--- src/hw/rtl/iowdr_pkg.sv ---
// Shared types and constants for the in-order worker dispatch / reorder block.
// No dependencies.
package iowdr_pkg;

  localparam int HANDLE_W = 16;
  localparam int WID_W    = 3;
  localparam int CFG_W    = 4;

  localparam int DEF_BUFFER_DEPTH = 16;
  localparam int DEF_MAX_WORKERS  = 8;

  localparam logic [CFG_W-1:0] ACTIVE_RESET = 4'd8;

  localparam logic REQ_ARRIVE   = 1'b0;
  localparam logic REQ_COMPLETE = 1'b1;

  typedef enum logic [1:0] {
    KIND_DISPATCH = 2'd0,
    KIND_RETIRE   = 2'd1,
    KIND_REFUSED  = 2'd2
  } kind_t;

  typedef enum logic [2:0] {
    ST_IDLE,
    ST_EXEC,
    ST_SCAN,
    ST_RETIRE,
    ST_DISPATCH,
    ST_REFUSE
  } state_t;

  // Per-slot completion flags, valid only while the slot's done bit is set.
  typedef struct packed {
    logic skipped;
    logic damaged;
  } flags_t;

  // Worker pool update strobes.
  typedef struct packed {
    logic grant;
    logic free;
  } pool_op_t;

endpackage

--- src/hw/rtl/in_order_worker_dispatch_reorder.sv ---
// In-order worker dispatch with reorder buffer, top level.
// Steps: EXEC, then SCAN with one RETIRE per finished head entry, then DISPATCH; a refusal goes EXEC to REFUSE.
// A new request is taken only back in IDLE, so one is in flight at a time; out_stall holds any result state.
// The rate is set by the sequencer walking the head one slot-memory read at a time.
// Reset (rst, sync): clears pointers, done bits, busy bits and the sequencer;
// handle and flag memories are not cleared and need no clearing pass.
module in_order_worker_dispatch_reorder #(
  parameter int BUFFER_DEPTH = iowdr_pkg::DEF_BUFFER_DEPTH,
  parameter int MAX_WORKERS  = iowdr_pkg::DEF_MAX_WORKERS
) (
  input  logic                           clk,
  input  logic                           rst,
  // configuration
  input  logic                           cfg_write,
  input  logic [iowdr_pkg::CFG_W-1:0]    cfg_data,
  // request channel
  input  logic                           in_valid,
  output logic                           in_stall,
  input  logic                           req_type,
  input  logic [iowdr_pkg::HANDLE_W-1:0] item_handle,
  input  logic [iowdr_pkg::WID_W-1:0]    worker_id,
  input  logic                           worker_failed,
  // result channel
  output logic                           out_valid,
  input  logic                           out_stall,
  output iowdr_pkg::kind_t               result_kind,
  output logic [iowdr_pkg::HANDLE_W-1:0] out_handle,
  output logic [iowdr_pkg::WID_W-1:0]    target_worker,
  output logic                           was_skipped,
  output logic                           damaged,
  output logic                           last
);
  import iowdr_pkg::*;

  localparam int SW = $clog2(BUFFER_DEPTH);
  localparam int OW = $clog2(BUFFER_DEPTH + 1);
  localparam int WW = (MAX_WORKERS > 1) ? $clog2(MAX_WORKERS) : 1;

  // ---------------------------------------------------------------------------
  // Registers
  // ---------------------------------------------------------------------------
  state_t              state, state_next;
  logic [CFG_W-1:0]    active_workers;

  // latched request beat
  logic                req_type_q;
  logic [HANDLE_W-1:0] req_handle;
  logic [WID_W-1:0]    req_wid;
  logic                req_failed;

  // ring pointers and per-slot done bits (done doubles as the valid bit
  // for the flag memory, so that memory needs no reset)
  logic [SW-1:0]           head;
  logic [OW-1:0]           occ;
  logic [BUFFER_DEPTH-1:0] done;

  // work left over from the EXEC step of an arrival
  logic          pend_dispatch;
  logic          pend_skip;
  logic [SW-1:0] pend_tail;
  logic [WW-1:0] disp_worker;

  // ---------------------------------------------------------------------------
  // Submodule wiring
  // ---------------------------------------------------------------------------
  logic                hwe, fwe, mem_re;
  flags_t              fwdata;
  logic [SW-1:0]       fwaddr;
  logic [HANDLE_W-1:0] rhandle;
  flags_t              rflags;

  pool_op_t      pool_op;
  logic [WW-1:0] query_id;
  logic          query_busy;
  logic [SW-1:0] query_slot;
  logic          pick_valid;
  logic [WW-1:0] pick_id;

  // ---------------------------------------------------------------------------
  // Derived values
  // ---------------------------------------------------------------------------
  logic [SW:0]   tail_sum;
  logic [SW-1:0] tail;
  logic [SW-1:0] head_inc;
  logic          is_arrive;
  logic          full;
  logic          in_range;
  logic          comp_hit;
  logic          can_retire;
  logic          more;
  logic          out_free;

  // tail = (head + occ) mod depth; sum stays below twice the depth
  assign tail_sum = (SW+1)'(head) + (SW+1)'(occ);
  assign tail     = (tail_sum >= (SW+1)'(BUFFER_DEPTH))
                  ? SW'(tail_sum - (SW+1)'(BUFFER_DEPTH)) : SW'(tail_sum);
  assign head_inc = (head == SW'(BUFFER_DEPTH - 1)) ? '0 : head + 1'b1;

  assign is_arrive  = (req_type_q == REQ_ARRIVE);
  assign full       = (occ == OW'(BUFFER_DEPTH));
  assign in_range   = (int'(req_wid) < MAX_WORKERS);
  assign query_id   = WW'(req_wid);
  assign comp_hit   = in_range && query_busy;
  assign can_retire = (occ != '0) && done[head];
  // another result follows the retire being issued now
  assign more       = pend_dispatch || ((occ > OW'(1)) && done[head_inc]);
  assign out_free   = !out_valid || !out_stall;

  // ---------------------------------------------------------------------------
  // Sequencer: next state and strobes
  // ---------------------------------------------------------------------------
  logic            push, pop, set_done, skip_mark, out_load;
  kind_t           kind_next;
  logic [HANDLE_W-1:0] handle_next;
  logic [WID_W-1:0]    target_next;
  logic            skipped_next, damaged_next, last_next;

  always_comb begin
    state_next   = state;
    in_stall     = 1'b1;
    hwe          = 1'b0;
    fwe          = 1'b0;
    fwaddr       = tail;
    fwdata       = '{skipped: 1'b1, damaged: 1'b0};
    mem_re       = 1'b0;
    pool_op      = '0;
    push         = 1'b0;
    pop          = 1'b0;
    set_done     = 1'b0;
    skip_mark    = 1'b0;
    out_load     = 1'b0;
    kind_next    = KIND_RETIRE;
    handle_next  = rhandle;
    target_next  = '0;
    skipped_next = 1'b0;
    damaged_next = 1'b0;
    last_next    = 1'b0;

    case (state)
      ST_IDLE: begin
        in_stall = 1'b0;
        if (in_valid) begin
          state_next = ST_EXEC;
        end
      end

      ST_EXEC: begin
        if (is_arrive) begin
          if (full) begin
            state_next = ST_REFUSE;
          end else begin
            // append; skipped entries get done set only after the head walk
            hwe           = 1'b1;
            push          = 1'b1;
            pool_op.grant = pick_valid;
            fwe           = !pick_valid;
            state_next    = ST_SCAN;
          end
        end else if (comp_hit) begin
          pool_op.free = 1'b1;
          set_done     = 1'b1;
          fwe          = 1'b1;
          fwaddr       = query_slot;
          fwdata       = '{skipped: 1'b0, damaged: req_failed};
          state_next   = ST_SCAN;
        end else begin
          state_next = ST_IDLE;   // idle or unknown worker: dropped
        end
      end

      ST_SCAN: begin
        if (can_retire) begin
          mem_re     = 1'b1;
          state_next = ST_RETIRE;
        end else if (pend_dispatch) begin
          state_next = ST_DISPATCH;
        end else begin
          skip_mark  = pend_skip;
          state_next = ST_IDLE;
        end
      end

      ST_RETIRE: begin
        if (out_free) begin
          out_load     = 1'b1;
          pop          = 1'b1;
          kind_next    = KIND_RETIRE;
          handle_next  = rhandle;
          skipped_next = rflags.skipped;
          damaged_next = rflags.damaged;
          last_next    = !more;
          state_next   = ST_SCAN;
        end
      end

      ST_DISPATCH: begin
        if (out_free) begin
          out_load    = 1'b1;
          kind_next   = KIND_DISPATCH;
          handle_next = req_handle;
          target_next = WID_W'(disp_worker);
          last_next   = 1'b1;
          state_next  = ST_IDLE;
        end
      end

      ST_REFUSE: begin
        if (out_free) begin
          out_load    = 1'b1;
          kind_next   = KIND_REFUSED;
          handle_next = req_handle;
          last_next   = 1'b1;
          state_next  = ST_IDLE;
        end
      end

      default: begin
        state_next = ST_IDLE;
      end
    endcase
  end

  always_ff @(posedge clk) begin
    if (rst) begin
      state <= ST_IDLE;
    end else begin
      state <= state_next;
    end
  end

  // ---------------------------------------------------------------------------
  // Configuration
  // ---------------------------------------------------------------------------
  always_ff @(posedge clk) begin
    if (rst) begin
      active_workers <= ACTIVE_RESET;
    end else if (cfg_write) begin
      active_workers <= cfg_data;
    end
  end

  // ---------------------------------------------------------------------------
  // Request latch and arrival bookkeeping (payload, no reset)
  // ---------------------------------------------------------------------------
  always_ff @(posedge clk) begin
    if (state == ST_IDLE && in_valid) begin
      req_type_q <= req_type;
      req_handle <= item_handle;
      req_wid    <= worker_id;
      req_failed <= worker_failed;
    end
    if (state == ST_EXEC) begin
      pend_tail   <= tail;
      disp_worker <= pick_id;
    end
  end

  // ---------------------------------------------------------------------------
  // Ring control state
  // ---------------------------------------------------------------------------
  always_ff @(posedge clk) begin
    if (rst) begin
      head          <= '0;
      occ           <= '0;
      done          <= '0;
      pend_dispatch <= 1'b0;
      pend_skip     <= 1'b0;
    end else begin
      if (state == ST_EXEC) begin
        pend_dispatch <= push && pick_valid;
        pend_skip     <= push && !pick_valid;
      end
      if (push) begin
        occ <= occ + 1'b1;
      end
      if (pop) begin
        occ     <= occ - 1'b1;
        head    <= head_inc;
        done[head] <= 1'b0;
      end
      if (set_done) begin
        done[query_slot] <= 1'b1;
      end
      if (skip_mark) begin
        done[pend_tail] <= 1'b1;
      end
    end
  end

  // ---------------------------------------------------------------------------
  // Output register
  // ---------------------------------------------------------------------------
  always_ff @(posedge clk) begin
    if (rst) begin
      out_valid <= 1'b0;
    end else if (out_load) begin
      out_valid <= 1'b1;
    end else if (!out_stall) begin
      out_valid <= 1'b0;
    end
  end

  always_ff @(posedge clk) begin
    if (out_load) begin
      result_kind   <= kind_next;
      out_handle    <= handle_next;
      target_worker <= target_next;
      was_skipped   <= skipped_next;
      damaged       <= damaged_next;
      last          <= last_next;
    end
  end

  // ---------------------------------------------------------------------------
  // Submodules
  // ---------------------------------------------------------------------------
  iowdr_slot_mem #(
    .DEPTH (BUFFER_DEPTH)
  ) u_slot_mem (
    .clk     (clk),
    .hwe     (hwe),
    .hwaddr  (tail),
    .hwdata  (req_handle),
    .fwe     (fwe),
    .fwaddr  (fwaddr),
    .fwdata  (fwdata),
    .re      (mem_re),
    .raddr   (head),
    .rhandle (rhandle),
    .rflags  (rflags)
  );

  iowdr_worker_pool #(
    .WORKERS (MAX_WORKERS),
    .SLOT_W  (SW)
  ) u_worker_pool (
    .clk            (clk),
    .rst            (rst),
    .active_workers (active_workers),
    .op             (pool_op),
    .grant_slot     (tail),
    .query_id       (query_id),
    .query_busy     (query_busy),
    .query_slot     (query_slot),
    .pick_valid     (pick_valid),
    .pick_id        (pick_id)
  );

  // ---------------------------------------------------------------------------
  // Assertions
  // ---------------------------------------------------------------------------
  a_occ_bound: assert property (@(posedge clk) disable iff (rst)
    occ <= OW'(BUFFER_DEPTH))
    else $error("occupancy exceeds buffer depth");

  a_retire_head_done: assert property (@(posedge clk) disable iff (rst)
    (state == ST_RETIRE) |-> ((occ != '0) && done[head]))
    else $error("retire issued on a head that is not complete");

  a_accept_exec: assert property (@(posedge clk) disable iff (rst)
    (in_valid && !in_stall) |=> (state == ST_EXEC))
    else $error("accepted beat not executed");

  a_pend_exclusive: assert property (@(posedge clk) disable iff (rst)
    !(pend_dispatch && pend_skip))
    else $error("arrival both dispatched and skipped");

endmodule

--- src/hw/rtl/iowdr_slot_mem.sv ---
// Slot storage: handle memory and completion-flag memory, registered read.
// Depends on iowdr_pkg.
module iowdr_slot_mem #(
  parameter int  DEPTH = iowdr_pkg::DEF_BUFFER_DEPTH,
  localparam int AW    = $clog2(DEPTH)
) (
  input  logic                          clk,
  input  logic                          hwe,
  input  logic [AW-1:0]                 hwaddr,
  input  logic [iowdr_pkg::HANDLE_W-1:0] hwdata,
  input  logic                          fwe,
  input  logic [AW-1:0]                 fwaddr,
  input  iowdr_pkg::flags_t             fwdata,
  input  logic                          re,
  input  logic [AW-1:0]                 raddr,
  output logic [iowdr_pkg::HANDLE_W-1:0] rhandle,
  output iowdr_pkg::flags_t             rflags
);
  import iowdr_pkg::*;

  logic [HANDLE_W-1:0] handle_mem [DEPTH];
  flags_t              flags_mem  [DEPTH];

  always_ff @(posedge clk) begin
    if (hwe) begin
      handle_mem[hwaddr] <= hwdata;
    end
    if (re) begin
      rhandle <= handle_mem[raddr];
    end
  end

  always_ff @(posedge clk) begin
    if (fwe) begin
      flags_mem[fwaddr] <= fwdata;
    end
    if (re) begin
      rflags <= flags_mem[raddr];
    end
  end

endmodule

--- src/hw/rtl/iowdr_worker_pool.sv ---
// Worker pool: busy bits, slot owned by each worker, lowest-idle pick.
// Depends on iowdr_pkg.
module iowdr_worker_pool #(
  parameter int  WORKERS = iowdr_pkg::DEF_MAX_WORKERS,
  parameter int  SLOT_W  = 4,
  localparam int WW      = (WORKERS > 1) ? $clog2(WORKERS) : 1
) (
  input  logic                        clk,
  input  logic                        rst,
  input  logic [iowdr_pkg::CFG_W-1:0] active_workers,
  input  iowdr_pkg::pool_op_t         op,
  input  logic [SLOT_W-1:0]           grant_slot,
  input  logic [WW-1:0]               query_id,
  output logic                        query_busy,
  output logic [SLOT_W-1:0]           query_slot,
  output logic                        pick_valid,
  output logic [WW-1:0]               pick_id
);
  import iowdr_pkg::*;

  logic [WORKERS-1:0] busy;
  logic [SLOT_W-1:0]  worker_slot [WORKERS];

  // lowest-numbered idle worker inside the active window
  always_comb begin
    pick_valid = 1'b0;
    pick_id    = '0;
    for (int w = WORKERS - 1; w >= 0; w--) begin
      if (!busy[w] && (w < int'(active_workers))) begin
        pick_valid = 1'b1;
        pick_id    = WW'(w);
      end
    end
  end

  assign query_busy = busy[query_id];
  assign query_slot = worker_slot[query_id];

  always_ff @(posedge clk) begin
    if (rst) begin
      busy <= '0;
    end else begin
      if (op.grant) begin
        busy[pick_id] <= 1'b1;
      end
      if (op.free) begin
        busy[query_id] <= 1'b0;
      end
    end
  end

  always_ff @(posedge clk) begin
    if (op.grant) begin
      worker_slot[pick_id] <= grant_slot;
    end
  end

endmodule

--- config.mk ---
export PLATFORM = sky130hd
export DESIGN_NAME = in_order_worker_dispatch_reorder
export DESIGN_NICKNAME = d
export VERILOG_FILES = /design/src/hw/rtl/iowdr_pkg.sv /design/src/hw/rtl/in_order_worker_dispatch_reorder.sv /design/src/hw/rtl/iowdr_slot_mem.sv /design/src/hw/rtl/iowdr_worker_pool.sv
export SDC_FILE = /design/constraint.sdc
export NUM_CORES = 1
export LEC_CHECK = 0
export ABC_CLOCK_PERIOD_IN_PS = 3500
export BUFFER_PORTS_ARGS = -buffer_cell sky130_fd_sc_hd__buf_2
export CAP_MARGIN = 10
export CORE_MARGIN = 10
export CORE_UTILIZATION = 50
export DETAILED_ROUTE_END_ITERATION = 12
export GPL_TIMING_DRIVEN = 0
export PLACE_DENSITY = 0.69
export SYNTH_ARGS = -nofsm -noshare
export SYNTH_HDL_FRONTEND = slang
export SYNTH_SLANG_ARGS = --single-unit
--- constraint.sdc ---
create_clock -name clk -period 3.5 [get_ports clk]
set_clock_uncertainty 0.1 [all_clocks]
set_input_delay 0 -clock clk [delete_from_list [all_inputs] [get_ports clk]]
set_output_delay 0 -clock clk [all_outputs]
set_load 0.05 [all_outputs]
==> results of run 1 <==
## cell usage after synthesis, types with 3 or more instances
library cell and number:
mux4_2 105, buf_1 16, a221o_1 3, o22ai_1 3
and2_1 6, a311oi_1 4, nand4_1 3, a221oi_1 3
a21oi_1 20, edfxtp_1 390, inv_1 26, o21ai_0 19
mux2_2 22, nor3b_1 6, nor2_1 69, nand3_1 20
or2_2 3, a31oi_1 6, xor2_1 4, a211oi_1 3
xnor2_1 4, nor2b_1 7, nand3b_1 4, ha_1 10
dfxtp_1 46, a32oi_1 13, a22oi_1 6, nand2_1 27
nor3_1 10, mux2i_1 15, clkbuf_1 27, o31ai_1 5
or3_1 5, nand2b_1 10, and3_1 3
## worst max-delay path: cells and delay by family, from the launching register on
family / cells / cell delay (ns)
AO/OA/AOI/OAI: 1 / 0.53
buffers and inverters: 4 / 1.02
flip-flops: 1 / 0.31
AND/OR/NAND/NOR: 3 / 1.27
## cells by family after synthesis
logic type	share of synthesized area
simple gates	0.0533
buf+inv	0.0168
xor+xnor	0.00398
mux	0.157
compound gates	0.0436
fa+ha+maj	0.00824
flops	0.717
## power by group through the flow
stage | registers, W | clock network, W | logic (W)
2_1_floorplan | 0.00598 | 0 | 0.000350
3_3_place_gp | 0.00600 | 0 | 0.000509
5_1_grt | 0.00591 | 0.00457 | 0.000626
3_5_place_dp | 0.00601 | 0 | 0.000540
6_report | 0.00590 | 0.00427 | 0.000581
4_1_cts | 0.00590 | 0.00435 | 0.000578
## sequential cells by signal, summed over array words and instances, names as in the netlist, 3 cells and up, named ones only
signal,count
active_workers,4
disp_worker,3
done,16
head,4
occ,5
out_handle,16
pend_tail,4
query_id,3
req_handle,16
state,3
target_worker,3
u_slot_mem.flags_mem,32
u_slot_mem.handle_mem,256
u_slot_mem.rhandle,16
u_worker_pool.busy,8
u_worker_pool.worker_slot,32
## metrics by stage
stage	std cells	setup WS, ns	hold slack [ns]	TNS, ns
final	1601	-0.0275	0.0649	-0.235
after CTS	1600	0.0127	0.0283	0
after global routing	1601	-0.149	0.0575	-8.61
after floorplan	964	0.332	-0.00113	0
after detailed placement	1490	-0.971	0.0781	-20.96
after global placement	1473	-0.980	0.0768	-217.18
## metal layers
metal | global-route usage | up-vias | wire, µm
met1 | 0.254 | 4980 | 17000
met5 | 0 | - | 0
met3 | 0.0329 | 63 | 2800
met4 | 0.0550 | 0 | 924
li1 | - | 4228 | -
met2 | 0.307 | 420 | 20200
## worst min path at each step
stage	end	slack (ns)	cells past startpoint
6_report	req_handle[5]	0.06	2
4_1_cts	req_handle[2]	0.03	2
3_5_place_dp	req_type_q	0.08	1
5_1_grt	req_handle[5]	0.06	2
3_3_place_gp	req_handle[15]	0.08	1
2_1_floorplan	query_id[0]	-0.001	0
## cell type report
class	instances	area (µm²)	area share
Buffer	47	245	0.0119
Timing Repair Buffer	106	943	0.0459
Clock inverter	23	168	0.00816
Multi-Input combinational cell	454	4770	0.232
Inverter	27	101	0.00493
Tap cell	455	569	0.0277
Sequential cell	436	12600	0.615
Clock buffer	53	1110	0.0542
## timing repair
| action | CTS | global route |
|---|---|---|
| hold endpoints to repair | 51 | 0 |
| endpoints found under the setup margin | 148 | 147 |
| gates resized for setup | 19 | 7 |
| cloned | 0 | 0 |
| hold buffers | 34 | 0 |
==> run metrics, run 1 <==
worst setup path end=u_slot_mem.handle_mem[14][11]; DP Wirelength=around 27000 µm; Cell Area, Placed=18800 µm²; Fillers=2478; main flop type after synthesis=edfxtp_1; Post-Synthesis Cell Area=17600 µm²; CP startpoint=state[1]; total power=0.0107 W; Worst Tran Pin Value=1.21 ns; Worst EP arrival=3.68 ns; final hold violations=0; DR WL/cell=25.6 µm; worst hold path class=in2reg; final core occ=0.593; vias in the first global route=9748; Sw Ratio=0.215; final setup violation count=11; Yosys reg bits=436; CTS buffer count=43; Seq/Total Area, Yosys=0.717; leakage=6.60 nW; fin crit share=1.01; CP max stage delay=0.61 ns; Setup crit start kind=register; Yosys warnings=0; DR vias=9691; EDFF count, synth=390; Post-CTS Setup Inserts=0; Synth Net Count=1005; GPL Wtd Cong=0.883; Power Internal=between 0.008 and 0.009 W; Synth top area share=0.665; total iterations of the first detailed-routing run=5; failing checks=negative setup slack; H-tree depth=2; Flop pwr share=0.549; hold wc startpoint=item_handle[5]; Avg Inst Size Synth=18.3 µm²; DR vias/cell=approximately 6; Clk pwr share=0.397; die span in y=208 µm; fmax=0.283 GHz; Synth async-reset ratio=0; io pins=56; DR iter-0 viols=1097; first-pass GRT wire length=61700 µm; clock insertion delay at the later pin of the skew report=0.55 ns; final worst slack=-0.0275 ns; sw power=roughly 0.0023 W; DIE WIDTH=208 µm; min Tclk post-route=3.53 ns; worst-path maximum fanout=11; leading cell types in the layout, fill and taps excluded=390 x edfxtp_1, 105 x mux4_2, 56 x buf_2; clock tree root driver cell=clkbuf_16; CP Class=reg2reg; RSZ-0062 raised after global routing=yes; worst-case clock buffer depth=3; Final Slew Violations=0; port bufs=54; Yosys top cell by area=edfxtp_1; Nets=1156; row count=68; Clock transition at path regs=about 0.060 ns; P per Cell Area=523 nW/µm²; gr usage total=0.188; CORE AREA=34600 µm²; CTS sink cnt=436; slowest CP cell=nor2_2; Max-slew headroom=0.191; r2r startpoint=state[1]; Data required, critical path=3.65 ns; share of layout cells above drive strength 1=0.258; Antenna diodes=0; number of max-cap violations=0; Unique masters post-synth=65; area grow syn2layout=16.6%; GRT overflow=0; Syn Inst Count=964; initial antenna violation count=0; status=finished with violations; Initial Util=0.509; Reg2Reg Depth=8; Synth area leaders=edfxtp_1 66%, mux4_2 13%, dfxtp_1 5.2%, nor2_1 1.5%, mux2_2 1.4%; Residual DRC=0; crit end category=register; die area=43100 µm²; r2r setup slk=-0.03 ns; final design area excluding fillers=20500 µm²; most common cell after layout, fill and taps aside=edfxtp_1; largest net degree at the start of global routing=26; CTS tree=yes; worst path cell trace=buf_6 -> or3b_1 -> buf_2 -> a311oi_1 -> clkbuf_1 -> nand2_1 -> nor2_2 -> buf_16; total wire length=41000 µm; Final ANT Viol Nets=0; VDD IR max=around 0.00047 V; combinational share of power=0.054; Crit Reg-Reg Endpoint=u_slot_mem.handle_mem[14][11]
Power figures use the tool's default switching activity.
==> run 2, diff against run 1 <==
RECOVER_POWER = 50   (was unset)
==> run metrics, run 2 (synthesis gave the netlist of run 1 again) <==
status=finished with violations (unchanged); failing checks=max-capacitance violations, max-slew violations, negative setup slack (was negative setup slack); DR vias/cell=6.08 (was 6.05); fmax=0.284 GHz (was 0.283 GHz); Fillers=2492 (was 2478); total power=0.0107 W (about the same); Cell Area, Placed=18800 µm² (unchanged); worst-case clock buffer depth=3 (unchanged); Max-slew headroom=-0.0500 (was 0.191); number of max-cap violations=1 (was 0); final design area excluding fillers=20500 µm² (about the same); Setup crit start kind=register (unchanged); Residual DRC=0 (unchanged); r2r setup slk=-0.02 ns (was -0.03 ns); Data required, critical path=3.65 ns (about the same); worst path cell trace=buf_6 -> or3b_1 -> buf_2 -> a311oi_1 -> clkbuf_1 -> nand2_1 -> nor2_2 -> buf_16 (unchanged); Final Slew Violations=11 (was 0); largest net degree at the start of global routing=26 (unchanged); area grow syn2layout=16.3% (was 16.6%); GPL Wtd Cong=0.883 (unchanged); Non-Filler Instances=1601 (unchanged); H-tree depth=2 (unchanged); die span in y=208 µm (unchanged); DP Cell Count=1490 (unchanged); most common cell after layout, fill and taps aside=edfxtp_1 (unchanged); port bufs=54 (unchanged); CTS buffer count=43 (unchanged); row count=68 (unchanged); worst setup path end=u_slot_mem.handle_mem[14][11] (unchanged); Worst EP arrival=3.67 ns (was 3.68 ns); Nets=1156 (unchanged); DIE WIDTH=208 µm (unchanged); P per Cell Area=525 nW/µm² (was 523 nW/µm²); final worst slack=-0.0246 ns (was -0.0275 ns); worst-path maximum fanout=11 (unchanged); Antenna diodes=0 (unchanged); RSZ-0062 raised after global routing=yes (unchanged); r2r startpoint=state[1] (unchanged); share of layout cells above drive strength 1=0.231 (was 0.258); Initial Util=0.509 (unchanged); CP Class=reg2reg (unchanged); Worst Tran Pin Value=1.57 ns (was 1.21 ns); vias in the first global route=9748 (unchanged); Reg2Reg Depth=8 (unchanged); clock tree root driver cell=clkbuf_16 (unchanged); GRT overflow=0 (unchanged); Hold WS=0.0632 ns (was 0.0649 ns); total iterations of the first detailed-routing run=5 (unchanged); io pins=56 (unchanged); CP startpoint=state[1] (unchanged); worst hold path class=in2reg (unchanged); Post-CTS Setup Inserts=0 (unchanged); CTS sink cnt=436 (unchanged); Crit Reg-Reg Endpoint=u_slot_mem.handle_mem[14][11] (unchanged); biggest regs=u_slot_mem.handle_mem (256), u_slot_mem.flags_mem (32), u_worker_pool.worker_slot (32) (unchanged); total wire length=41000 µm (about the same); CORE AREA=34600 µm² (unchanged); VDD IR max=0.000471 V (was 0.000470 V); Final ANT Viol Nets=0 (unchanged); initial antenna violation count=0 (unchanged); crit end category=register (unchanged); CTS tree=yes (unchanged); leading cell types in the layout, fill and taps excluded=390 x edfxtp_1, 105 x mux4_2, 64 x clkbuf_1 (was 390 x edfxtp_1, 105 x mux4_2, 56 x buf_2); gr usage total=0.188 (unchanged); first-pass GRT wire length=61700 µm (unchanged); DR vias=9737 (was 9691); leakage=6.51 nW (was 6.60 nW); DR WL/cell=25.6 µm (about the same); final setup violation count=15 (was 11); DP Wirelength=26900 µm (unchanged); max FFs per register=256 (unchanged); clock insertion delay at the later pin of the skew report=0.55 ns (about the same); Largest Register=u_slot_mem.handle_mem (unchanged); min Tclk post-route=3.52 ns (was 3.53 ns); setup TNS=-0.205 ns (was -0.235 ns); final hold violations=0 (unchanged); slowest CP cell=nor2_2 (unchanged); CP max stage delay=0.60 ns (was 0.61 ns); DR iter-0 viols=1068 (was 1097); die area=43100 µm² (unchanged); fin crit share=1.01 (about the same); Clock transition at path regs=0.06 ns (about the same)
run 2: worst min-delay path by stage:
stage	start	endpoint	slack (ns)	depth (start not counted)
floorplan	worker_id[0]	query_id[0]	-0.001	0
global placement	item_handle[15]	req_handle[15]	0.08	1
detailed placement	req_type	req_type_q	0.08	1
CTS	item_handle[2]	req_handle[2]	0.03	2
global route	item_handle[5]	req_handle[5]	0.06	2
finish	item_handle[3]	req_handle[3]	0.06	2
run 2: through the flow:
stage / worst slack (ns) / utilization
2_1_floorplan: 0.332 / -
3_3_place_gp: -0.980 / 0.533
3_5_place_dp: -0.971 / 0.543
4_1_cts: 0.0127 / 0.592
5_1_grt: -0.149 / 0.591
6_report: -0.0246 / 0.591
run 2: report_power, final:
| group | internal [W] | switching, W |
|---|---|---|
| sequential | 0.00579 | 0.000108 |
| combinational | 0.000225 | 0.000342 |
| clock | 0.00241 | 0.00187 |
| total | 0.00842 | 0.00232 |
run 2: layout make-up:
cell class / count / area [µm²] / area share
Buffer: 47 / 245 / 0.0120
Clock buffer: 53 / 1110 / 0.0544
Clock inverter: 23 / 168 / 0.00819
Inverter: 27 / 101 / 0.00495
Multi-Input combinational cell: 454 / 4760 / 0.233
Sequential cell: 436 / 12600 / 0.617
Tap cell: 455 / 569 / 0.0278
Timing Repair Buffer: 106 / 883 / 0.0431
run 2: what timing repair did:
item	4_1_cts	5_1_grt
gates cloned	0	0
gates resized for setup	19	7
endpoints found under the hold margin	51	0
endpoints found under the setup margin	148	147
hold buffers	34	0
run 2: critical path, delay by kind of cell (launching register included):
family | cells | cell delay (ns)
AO/OA/AOI/OAI | 1 | 0.54
buffers and inverters | 4 | 1.01
flip-flops | 1 | 0.31
AND/OR/NAND/NOR | 3 | 1.26
run 2: routing by layer:
metal,vias to the layer above,wire length [µm],track usage
met5,-,0,0
met4,0,920,0.0550
met3,60,2680,0.0329
met2,406,20300,0.307
met1,5036,17100,0.254
li1,4235,-,-
